--- config.mk ---
export PLATFORM = sky130hd
export DESIGN_NAME = vft_ctrl
export DESIGN_NICKNAME = d
export VERILOG_FILES = /design/src/rtl/core/vft_pkg.sv /design/src/rtl/core/vft_ctrl.sv
export SDC_FILE = /design/constraint.sdc
export NUM_CORES = 1
export LEC_CHECK = 0
export BUFFER_PORTS_ARGS = -buffer_cell sky130_fd_sc_hd__buf_4
export CORE_AREA = 2 2 39 41
export CTS_CLUSTER_SIZE = 25
export DETAILED_ROUTE_END_ITERATION = 8
export DIE_AREA = 0 0 41 43
export GPL_TIMING_DRIVEN = 1
export PLACE_DENSITY_LB_ADDON = 0.2
export SETUP_SLACK_MARGIN = 0.15
export SYNTH_ARGS = -nofsm -noshare
export SYNTH_HDL_FRONTEND = slang
export SYNTH_SLANG_ARGS = --single-unit
--- constraint.sdc ---
create_clock -name clk_i -period 2.05 [get_ports clk_i]
set_input_delay 0.1025 -clock clk_i [delete_from_list [all_inputs] [get_ports clk_i]]
set_output_delay 0.1025 -clock clk_i [all_outputs]
set_load 0.01 [all_outputs]
--- src/rtl/core/vft_pkg.sv ---
// ----------------------------------------------------------------------------
// vft_pkg: shared types and constants of the virtual flywheel torque unit
// Q16.16 helpers, controller/datapath command bundle, divider sizing.
// ----------------------------------------------------------------------------
package vft_pkg;

  localparam int unsigned CFG_W     = 31;
  localparam int unsigned CFG_IDX_W = 2;
  localparam int unsigned GAP_W     = 17;

  localparam logic [31:0]      GAP_MAX_US     = 32'd100000;
  localparam logic [GAP_W-1:0] GAP_DEFAULT_US = 17'd1000;

  // Divide by one million through a reciprocal multiply.
  // |a*g| <= 2^31 * 100000 < 2^48, so the quotient fits in 28 bits.
  // floor(mag / 2^16) * RECIP_US / 2^35 undershoots by less than one, so the
  // estimate is off by at most one and the remainder stays below two million.
  localparam int unsigned MAG_W    = 48;
  localparam int unsigned QUO_W    = 28;
  localparam int unsigned REM_W    = 21;
  localparam int unsigned RECIP_SH = 35;
  localparam logic [REM_W-1:0] US_PER_S = 21'd1000000;
  localparam logic [31:0]      RECIP_US = 32'd2251799813;  // floor(2^51 / 10^6)

  localparam logic [31:0]        INV_INERTIA_RST = 32'd65536;
  localparam logic signed [63:0] SAT_MAX         = 64'sd2147483647;
  localparam logic signed [63:0] SAT_MIN         = -64'sd2147483648;

  typedef enum logic [CFG_IDX_W-1:0] {
    REG_COUPLING    = 2'd0,
    REG_DAMPING     = 2'd1,
    REG_INV_INERTIA = 2'd2,
    REG_FRICTION    = 2'd3
  } cfg_reg_e;

  typedef enum logic [2:0] {
    MUL_KE = 3'd0,  // coupling gain * angle error
    MUL_DV = 3'd1,  // damping * velocity
    MUL_FR = 3'd2,  // force * inverse inertia
    MUL_AG = 3'd3,  // accel * gap
    MUL_VG = 3'd4   // new velocity * gap
  } mul_sel_e;

  typedef struct packed {
    logic     load_sample;
    logic     load_reset;
    logic     mul_en;
    mul_sel_e mul_sel;
    logic     save_kerr;
    logic     save_force;
    logic     save_accel;
    logic     div_start;
    logic     upd_vel;
    logic     upd_pos;
    logic     load_out;
  } dp_cmd_t;

  typedef struct packed {
    logic div_done;
  } dp_stat_t;

  function automatic logic signed [31:0] sat32(input logic signed [63:0] x);
    if (x > SAT_MAX) begin
      return 32'sh7fffffff;
    end else if (x < SAT_MIN) begin
      return 32'sh80000000;
    end
    return x[31:0];
  endfunction

endpackage

--- src/rtl/core/vft_ctrl.sv ---
// ----------------------------------------------------------------------------
// vft_ctrl: sequencing of one torque sample
// Walks the shared multiplier and divider through the update, owns handshakes.
// ----------------------------------------------------------------------------
module vft_ctrl (
  input  logic               clk_i,
  input  logic               rst_ni,
  input  logic               in_valid_i,
  input  logic               func_i,
  input  logic               out_stall_i,
  input  vft_pkg::dp_stat_t  stat_i,
  output logic               in_stall_o,
  output logic               out_valid_o,
  output vft_pkg::dp_cmd_t   cmd_o
);
  import vft_pkg::*;

  localparam logic [3:0] S_IDLE = 4'd0;
  localparam logic [3:0] S_MKE  = 4'd1;
  localparam logic [3:0] S_MDV  = 4'd2;
  localparam logic [3:0] S_FRC  = 4'd3;
  localparam logic [3:0] S_MFR  = 4'd4;
  localparam logic [3:0] S_ACC  = 4'd5;
  localparam logic [3:0] S_MAG  = 4'd6;
  localparam logic [3:0] S_DSA  = 4'd7;
  localparam logic [3:0] S_DWA  = 4'd8;
  localparam logic [3:0] S_VEL  = 4'd9;
  localparam logic [3:0] S_MVG  = 4'd10;
  localparam logic [3:0] S_DSB  = 4'd11;
  localparam logic [3:0] S_DWB  = 4'd12;
  localparam logic [3:0] S_POS  = 4'd13;
  localparam logic [3:0] S_OUT  = 4'd14;

  logic [3:0] state_q, state_d;
  logic       out_valid_q, out_valid_d;
  logic       in_beat, out_free;
  dp_cmd_t    cmd;

  assign in_beat  = in_valid_i && (state_q == S_IDLE);
  assign out_free = !out_valid_q || !out_stall_i;

  always_comb begin
    cmd         = '0;
    cmd.mul_sel = MUL_KE;
    state_d     = state_q;
    unique case (state_q)
      S_IDLE: begin
        if (in_beat) begin
          if (func_i) begin
            cmd.load_reset = 1'b1;
          end else begin
            cmd.load_sample = 1'b1;
            state_d         = S_MKE;
          end
        end
      end
      S_MKE: begin
        cmd.mul_en = 1'b1;
        state_d    = S_MDV;
      end
      S_MDV: begin
        cmd.mul_en    = 1'b1;
        cmd.mul_sel   = MUL_DV;
        cmd.save_kerr = 1'b1;
        state_d       = S_FRC;
      end
      S_FRC: begin
        cmd.save_force = 1'b1;
        state_d        = S_MFR;
      end
      S_MFR: begin
        cmd.mul_en  = 1'b1;
        cmd.mul_sel = MUL_FR;
        state_d     = S_ACC;
      end
      S_ACC: begin
        cmd.save_accel = 1'b1;
        state_d        = S_MAG;
      end
      S_MAG: begin
        cmd.mul_en  = 1'b1;
        cmd.mul_sel = MUL_AG;
        state_d     = S_DSA;
      end
      S_DSA: begin
        cmd.div_start = 1'b1;
        state_d       = S_DWA;
      end
      S_DWA: begin
        if (stat_i.div_done) begin
          state_d = S_VEL;
        end
      end
      S_VEL: begin
        cmd.upd_vel = 1'b1;
        state_d     = S_MVG;
      end
      S_MVG: begin
        cmd.mul_en  = 1'b1;
        cmd.mul_sel = MUL_VG;
        state_d     = S_DSB;
      end
      S_DSB: begin
        cmd.div_start = 1'b1;
        state_d       = S_DWB;
      end
      S_DWB: begin
        if (stat_i.div_done) begin
          state_d = S_POS;
        end
      end
      S_POS: begin
        cmd.upd_pos = 1'b1;
        state_d     = S_OUT;
      end
      S_OUT: begin
        if (out_free) begin
          cmd.load_out = 1'b1;
          state_d      = S_IDLE;
        end
      end
      default: state_d = S_IDLE;
    endcase

    if (cmd.load_out) begin
      out_valid_d = 1'b1;
    end else if (out_valid_q && !out_stall_i) begin
      out_valid_d = 1'b0;
    end else begin
      out_valid_d = out_valid_q;
    end
  end

  always_ff @(posedge clk_i or negedge rst_ni) begin
    if (!rst_ni) begin
      state_q     <= S_IDLE;
      out_valid_q <= 1'b0;
    end else begin
      state_q     <= state_d;
      out_valid_q <= out_valid_d;
    end
  end

  assign cmd_o       = cmd;
  assign in_stall_o  = (state_q != S_IDLE);
  assign out_valid_o = out_valid_q;

endmodule

# Word-level counts from Yosys, hierarchy flattened
# Cells that the tools add are included.
# Widths: inputs -> output; s select.
[totals] inputBits=6 ff_bits=5 out_inout_bits=15
[op_classes] mux=22 eq_ne=19 reduce_logical=11
[op_table] cell="$pmux 4 s15" n=1
[op_table] cell="$eq 4x4->1 const B" n=7
[op_table] cell="$mux 4" n=5
[op_table] cell="$eq 4x3->1 const B" n=4
[op_table] cell="$mux 1" n=13
[op_table] cell="$pmux 3 s4" n=1
[op_table] cell="$ne 2x2->1 const B" n=5
[op_table] cell="$eq 4x2->1 const B" n=2
[op_table] cell="$reduce_and 5->1" n=1
[op_table] cell="$reduce_or 5->1" n=1
[op_table] cell="$eq 4x1->1 const B" n=1
[op_table] cell="$logic_not 4->1" n=1
[op_table] cell="$mux 2" n=2
[op_table] cell="$reduce_bool 4->1" n=1
[op_table] cell="$logic_and 1x1->1" n=2
[op_table] cell="$logic_not 1->1" n=2
[op_table] cell="$reduce_bool 2->1" n=1
[op_table] cell="$reduce_or 2->1" n=1
[op_table] cell="$logic_or 1x1->1" n=1

# Depth between registers and ports, before layout
# Gate-level depths: netlist of run 1.
[logic_depth] ltp_word=5 ltp_mapped=4 depth_no_buf=3

# Worst setup path after synthesis of run 1
# Ideal clock, no wire load.
[synth_path] kind="flip-flop to output port" from="register state_q[2]" to="output cmd_o[10] (netlist bit)" path_stages_with_launch=4 setup_slack_ns=0.982 required_ns=1.947 arrival_ns=0.966 path_cell_list="dfrtp_1 inv_1 nor3_2 a21o_1"
[synth_lines] element="from (decl)" line="vft_ctrl.sv:34" source="logic [3:0] state_q, state_d;"
[synth_lines] element="from (signal assigned)" line="vft_ctrl.sv:139" source="state_q <= state_d;"
[synth_lines] element="to (decl)" line="vft_ctrl.sv:14" source="output vft_pkg::dp_cmd_t cmd_o"

==> qor.csv, run 1 <==
stage,metric,value,unit
timing,setup_viol,0,
timing,relSlewSlack,70.0,%
global_route,grt_max_degree,15,
global_route,grt_usage,12.0,%
critical_path,r2r-start,state_q[3]$_DFFE_PN0P_,
critical_path,cp-startpoint,state_q[3]$_DFFE_PN0P_,
timing,layout_min_cycle_time,1.55,ns
drt,initialDrtViolationCount,5,
final_layout,drive_gt1_share,44.1,%
yosys,synth_cell_types,25,
timing,grt_setup_unrepaired,no,
drt,vias,393,
timing,finalCritPeriodShare,75.4,%
critical_path,cp_max_fo,14,
clock_tree,clock_path_buffers,2,
min_path,hold_class,in -> reg,
place,io_buffer_count,20,
place,routabilityCongestion,0.753,
clock_tree,cts_hold_buf,1,
timing,finalMaxSlewViolations,0,
die,die_w,41,um
place,hpwl,640,um
critical_path,start_kind,flop,
global_route,antenna_found_initial,0,
yosys,ys_seq_area_share,32.4,%
clock_tree,root_buffer,clkbuf_4,
timing,fin_tns_setup,0,ns
clock_tree,htreeDepth,1,
clock_tree,clock_latency,0.24,ns
outcome,status,completed,
critical_path,crit_type,reg -> out,
clock_tree,post_cts_resize_count,0,
power_and_ir_drop,power_density,1480,nW/um^2
yosys,syn_nets,52,
drt,wl,869,um
clock_tree,numCtsBuffers,3,
drt,post_drt_wl_per_cell,10.3,um
yosys,netlist_instances,46,
die,die-area,1760,sq um
clock_tree,clock-sinks,5,
timing,hold_viol,0,
place,dpl_cell_area,531,sq um
yosys,syn_area_per_cell,8.40,sq um
critical_path,cp-end-kind,output port,
power_and_ir_drop,peakVddDrop,0.610,mV
job,drv_cap,0,
power_and_ir_drop,p_leak,0.000283,uW
die,fp.coreArea,1380,sq um
yosys,ys_ff_latch,5,
clock_tree,cts_tree,done,
final_layout,nNetsFinal,75,
global_route,grt_pass1_vias,331,
final_layout,fin_area,567,sq um
final_layout,diodes,0,
drt,drc_errors,0,
timing,finClkSkew,0.000866,ns
die,ios,21,
timing,tightest_slew,0.449,ns
die,initial_core_util,27.9,%
yosys,syn_area,387,sq um
critical_path,crit_required,1.95,ns
critical_path,worstPathArrival,1.44,ns
global_route,grt_pass1_wl,1410,um
drt,firstDrtPassIters,4,
critical_path,rrSetupSlack,0.88,ns
final_layout,syn2layout_area_growth,46.6,%
global_route,globalRouteOverflowTotal,0,
die,rows,14,
clock_tree,clkTransAtPathRegs,0.04,ns
min_path,hp-start,out_stall_i,
timing,fmax,647,MHz
yosys,ys_warn_count,0,
drt,vias_per_cell,4.68,
clock_tree,cts_setup_buffers,0,
die,fp.dieH,43,um
drt,drtAntennaViolNets,0,
[synthesized netlist by cell type]
cell type	n	area share [%]
a211oi_1	1	1.9
nand2b_4	1	3.6
nor3b_1	1	1.9
and3_2	1	1.9
o2bb2ai_1	1	2.3
a21o_1	1	1.9
o21ai_0	3	3.9
nor3_1	2	2.6
nor3_2	1	2.6
and2_2	1	1.9
buf_6	1	2.9
nor4_2	1	3.2
and3_1	2	3.2
buf_4	2	3.9
a2bb2oi_1	1	2.3
o21ai_2	1	2.3
nor2_1	4	3.9
nand2b_1	2	3.2
inv_1	3	2.9
dfrtp_1	5	32
a21oi_1	3	3.9
nand2_1	5	4.9
o21bai_1	1	1.9
a2111oi_0	1	2.3
nand2b_2	1	2.3
[report_power, final]
part / internal, uW / switching (uW)
Clock: 73.4 / 37.6
Sequential: 143 / 118
Combinational: 252 / 215
Total: 469 / 371
[placed cells by master (no fill, tap or decap)]
cell type	Yosys	final
nor3_1	2	2
clkbuf_4	0	3
dfrtp_1	5	5
a21oi_1	3	3
nor4_2	1	1
buf_4	2	20
and3_2	1	1
dlygate4sd3_1	0	1
o2bb2ai_1	1	1
nor3_2	1	1
a2bb2oi_1	1	1
nand2_1	5	5
nand2b_4	1	1
and3_1	2	2
a2111oi_0	1	1
clkbuf_1	0	1
nor3b_1	1	1
nand2b_1	2	2
a21o_1	1	1
o21ai_2	1	1
inv_1	3	3
and2_2	1	1
nor2_1	4	4
o21ai_0	3	3
nand2b_2	1	1
a211oi_1	1	1
o21bai_1	1	1
[path summary, 6_finish.rpt]
check                                          endpoint  cells after the start
worst max register to register   state_q[0]$_DFFE_PN0P_                      2
worst max-delay path                          cmd_o[12]                      3
worst min register to register  out_valid_o$_DFFE_PN0P_                      2
max in group asynchronous        state_q[0]$_DFFE_PN0P_                      2
min in group asynchronous       out_valid_o$_DFFE_PN0P_                      2
worst min-delay path            out_valid_o$_DFFE_PN0P_                      3
[flip-flops by register name, summed over array words and instances, names as in the netlist]
name         flops
out_valid_o      1
state_q          4
[stage by stage]
step / cells / setup slack, ns / utilization [%] / hold slack [ns] / total power (uW)
floorplan: 46 / 0.982 / - / -0.193 / 570
global placement: 79 / 0.799 / 38.3 / -0.0945 / 737
detailed placement: 79 / 0.748 / 38.3 / -0.0951 / 733
CTS: 84 / 0.489 / 41.0 / 0.151 / 853
global route: 84 / 0.411 / 41.0 / 0.174 / 917
finish: 84 / 0.504 / 41.0 / 0.159 / 840
[layer usage]
layer  up-vias  GRT usage [%]  part of all wire (%)
met5         -              0                     0
met1       169           15.9                    48
li1        206              -                     -
met2        18           15.3                    45
met4         0           8.00                     0
met3         0           4.71                   7.5
[logic make-up after synthesis]
kind of cell,count (synthesis),synth area share (%)
and+or+nand+nor,22,35.3
buffers and inverters,6,9.71
AOI/OAI and AO/OA,13,22.7
DFF,5,32.4
[area by class of cell]
cell class	count	area [sq um]
clock buffer	4	26.3
fill	145	817
inverter	3	11.3
multi-input combinational	35	224
sequential	5	125
tap	16	20.0
timing repair buffer	21	160
[critical path, stage by stage, from the launching register on]
cell     delay, ns
dfrtp_1       0.53
nor4_2        0.36
and3_1        0.20
buf_4         0.11
Power figures use the tool's default switching activity.
==> inputs of run 2 (changes only) <==
==> constraint.sdc (replaced) <==
create_clock -name clk_i -period 1.3 [get_ports clk_i]
set_input_delay 0.065 -clock clk_i [delete_from_list [all_inputs] [get_ports clk_i]]
set_output_delay 0.065 -clock clk_i [all_outputs]
set_load 0.01 [all_outputs]
==> qor.csv, run 2 (synthesis results as in run 1) <==
stage,metric,value,unit,change
outcome,status,"finished, violations left",,
outcome,violations,setup timing,,
timing,fmax,705,MHz,
die,rows,14,,unchanged
power_and_ir_drop,peakVddDrop,1.30,mV,+110%
clock_tree,htreeDepth,1,,unchanged
job,drv_cap,0,,unchanged
critical_path,r2r-start,state_q[3]$_DFFE_PN0P_,,
drt,vias,492,,+25%
timing,setup_viol,8,,+8
drt,vias_per_cell,4.69,,+0.15%
critical_path,worstPathArrival,1.35,ns,-0.09 ns
die,fp.coreArea,1380,sq um,unchanged
clock_tree,numCtsBuffers,3,,unchanged
die,fp.dieH,43,um,unchanged
min_path,hp-start,out_stall_i,,
power_and_ir_drop,netSwitchingPower,1050,uW,+180%
timing,finClkSkew,0.00783,ns,+0.00696 ns
global_route,antenna_found_initial,0,,unchanged
power_and_ir_drop,combPwrFrac,75.7,%,+20 points
drt,post_drt_wl_per_cell,13.7,um,+32%
critical_path,crit_type,reg -> out,,
critical_path,cp-end-kind,output port,,
global_route,grt_pass1_vias,432,,+31%
final_layout,final_cell_mix,"buf_4, buf_6, dfrtp_2",,
min_path,whs_endpoint,state_q[1]$_DFFE_PN0P_,,
final_layout,largest-register,state_q,,
min_path,hold_class,in -> reg,,
final_layout,diodes,0,,unchanged
drt,drtAntennaViolNets,0,,unchanged
critical_path,start_kind,flop,,
die,initial_core_util,27.9,%,unchanged
timing,finalMaxSlewViolations,0,,unchanged
die,ios,21,,unchanged
clock_tree,root_buffer,clkbuf_4,,
final_layout,largest_reg_flops,4,,unchanged
power_and_ir_drop,power_density,2620,nW/um^2,+77%
timing,finalCritPeriodShare,109,%,
critical_path,worstRegToRegCells,7,,+5
timing,hold_viol,0,,unchanged
timing,grt_setup_unrepaired,yes,,
clock_tree,clock_latency,0.25,ns,about the same
global_route,globalRouteOverflowTotal,0,,unchanged
critical_path,r2r-end,state_q[1]$_DFFE_PN0P_,,
final_layout,stdcell_count,105,,+25%
clock_tree,clock_path_buffers,2,,unchanged
die,die-area,1760,sq um,unchanged
place,hpwl,673,um,+5.2%
power_and_ir_drop,p_leak,0.000440,uW,+56%
critical_path,cp_max_fo,5,,-9
clock_tree,clkTransAtPathRegs,0.05,ns,about the same
drt,firstDrtPassIters,3,,-1
drt,drc_errors,0,,unchanged
timing,fin_tns_setup,-0.331,ns,-0.331 ns
final_layout,syn2layout_area_growth,142,%,
place,routabilityCongestion,0.764,,+1.5%
place,io_buffer_count,20,,unchanged
power_and_ir_drop,power_frac_clock,7.6,%,-5.6 points
power_and_ir_drop,p_int,1410,uW,+200%
timing,relSlewSlack,82.6,%,+13 points
critical_path,rrSetupSlack,0,ns,-0.88 ns
clock_tree,clock-sinks,5,,unchanged
die,die_w,41,um,unchanged
final_layout,nNetsFinal,96,,+28%
power_and_ir_drop,p_sw_share,42.6,%,-1.5 points
final_layout,drive_gt1_share,80.9,%,+37 points
min_path,hold_depth,3,,unchanged
place,dp_cells,80,,+1.3%
critical_path,crit_required,1.24,ns,-0.71 ns
drt,wl,1440,um,+65%
global_route,grt_max_degree,8,,-7
global_route,grt_pass1_wl,1860,um,+32%
power_and_ir_drop,seqPwrFrac,16.7,%,-15 points
drt,initialDrtViolationCount,6,,+1
global_route,grt_usage,16.3,%,+4.3 points
clock_tree,cts_tree,done,,
timing,layout_min_cycle_time,1.42,ns,
timing,setup_ws,-0.119,ns,-0.623 ns
final_layout,layout_commonest_cell,buf_4,,
timing,tightest_slew,0.260,ns,-0.189 ns
## run 2: area by class of cell
class                   instances  area, sq um
well taps                      16         20.0
flip-flops and latches          5          130
inverters                       3         11.3
clock buffers                   4         26.3
fillers                       104          448
repair buffers                 42          382
multi-input cells              35          367
## run 2: repair_timing
item                       4_1_cts  5_1_grt
pin swaps                        5       12
resized for setup               19       36
hold buffers                     1        0
hold endpoints to repair         5        0
buffers inserted                10       10
setup endpoints to repair       14       17
## run 2: power groups by stage
stage	clock network, uW	logic, uW	registers (uW)
final	187	1860	410
after global routing	208	1970	423
after CTS	186	1200	386
after detailed placement	0	785	397
after global placement	0	790	397
after floorplan	0	585	313
## run 2: worst max-delay path, stage by stage (launching register included)
cell      delay [ns]
dfrtp_2         0.46
buf_4           0.17
nand2b_4        0.11
o21ai_2         0.06
a21o_1          0.17
buf_4           0.14
## run 2: how the worst max path moves through the flow
stage                                      start        end  slack (ns)  cells past startpoint
after global routing      state_q[0]$_DFFE_PN0P_  cmd_o[12]       -0.17                      3
after global placement    state_q[3]$_DFFE_PN0P_  cmd_o[11]        0.12                      3
final                     state_q[0]$_DFFE_PN0P_  cmd_o[10]       -0.12                      5
after floorplan           state_q[2]$_DFFE_PN0P_  cmd_o[10]        0.27                      3
after detailed placement  state_q[3]$_DFFE_PN0P_  cmd_o[12]        0.11                      3
after CTS                 state_q[1]$_DFFE_PN0P_  cmd_o[10]       -0.06                      4
## run 2: per-stage QoR
step	area, sq um	hold WS, ns	power (uW)	utilization [%]	setup WS [ns]
global route	936	0.112	2600	67.6	-0.173
floorplan	387	-0.231	898	-	0.269
global placement	538	-0.131	1190	38.9	0.116
CTS	709	0.127	1780	51.3	-0.0624
detailed placement	538	-0.133	1180	38.9	0.114
finish	936	0.120	2460	67.6	-0.119
## run 2: metal layers
layer	share of wire [%]	GRT usage (%)	up-vias
li1	-	-	248
met1	42	19.7	226
met2	54	24.1	16
met3	4.0	1.57	2
met4	0.77	14.0	0
met5	0	0	-
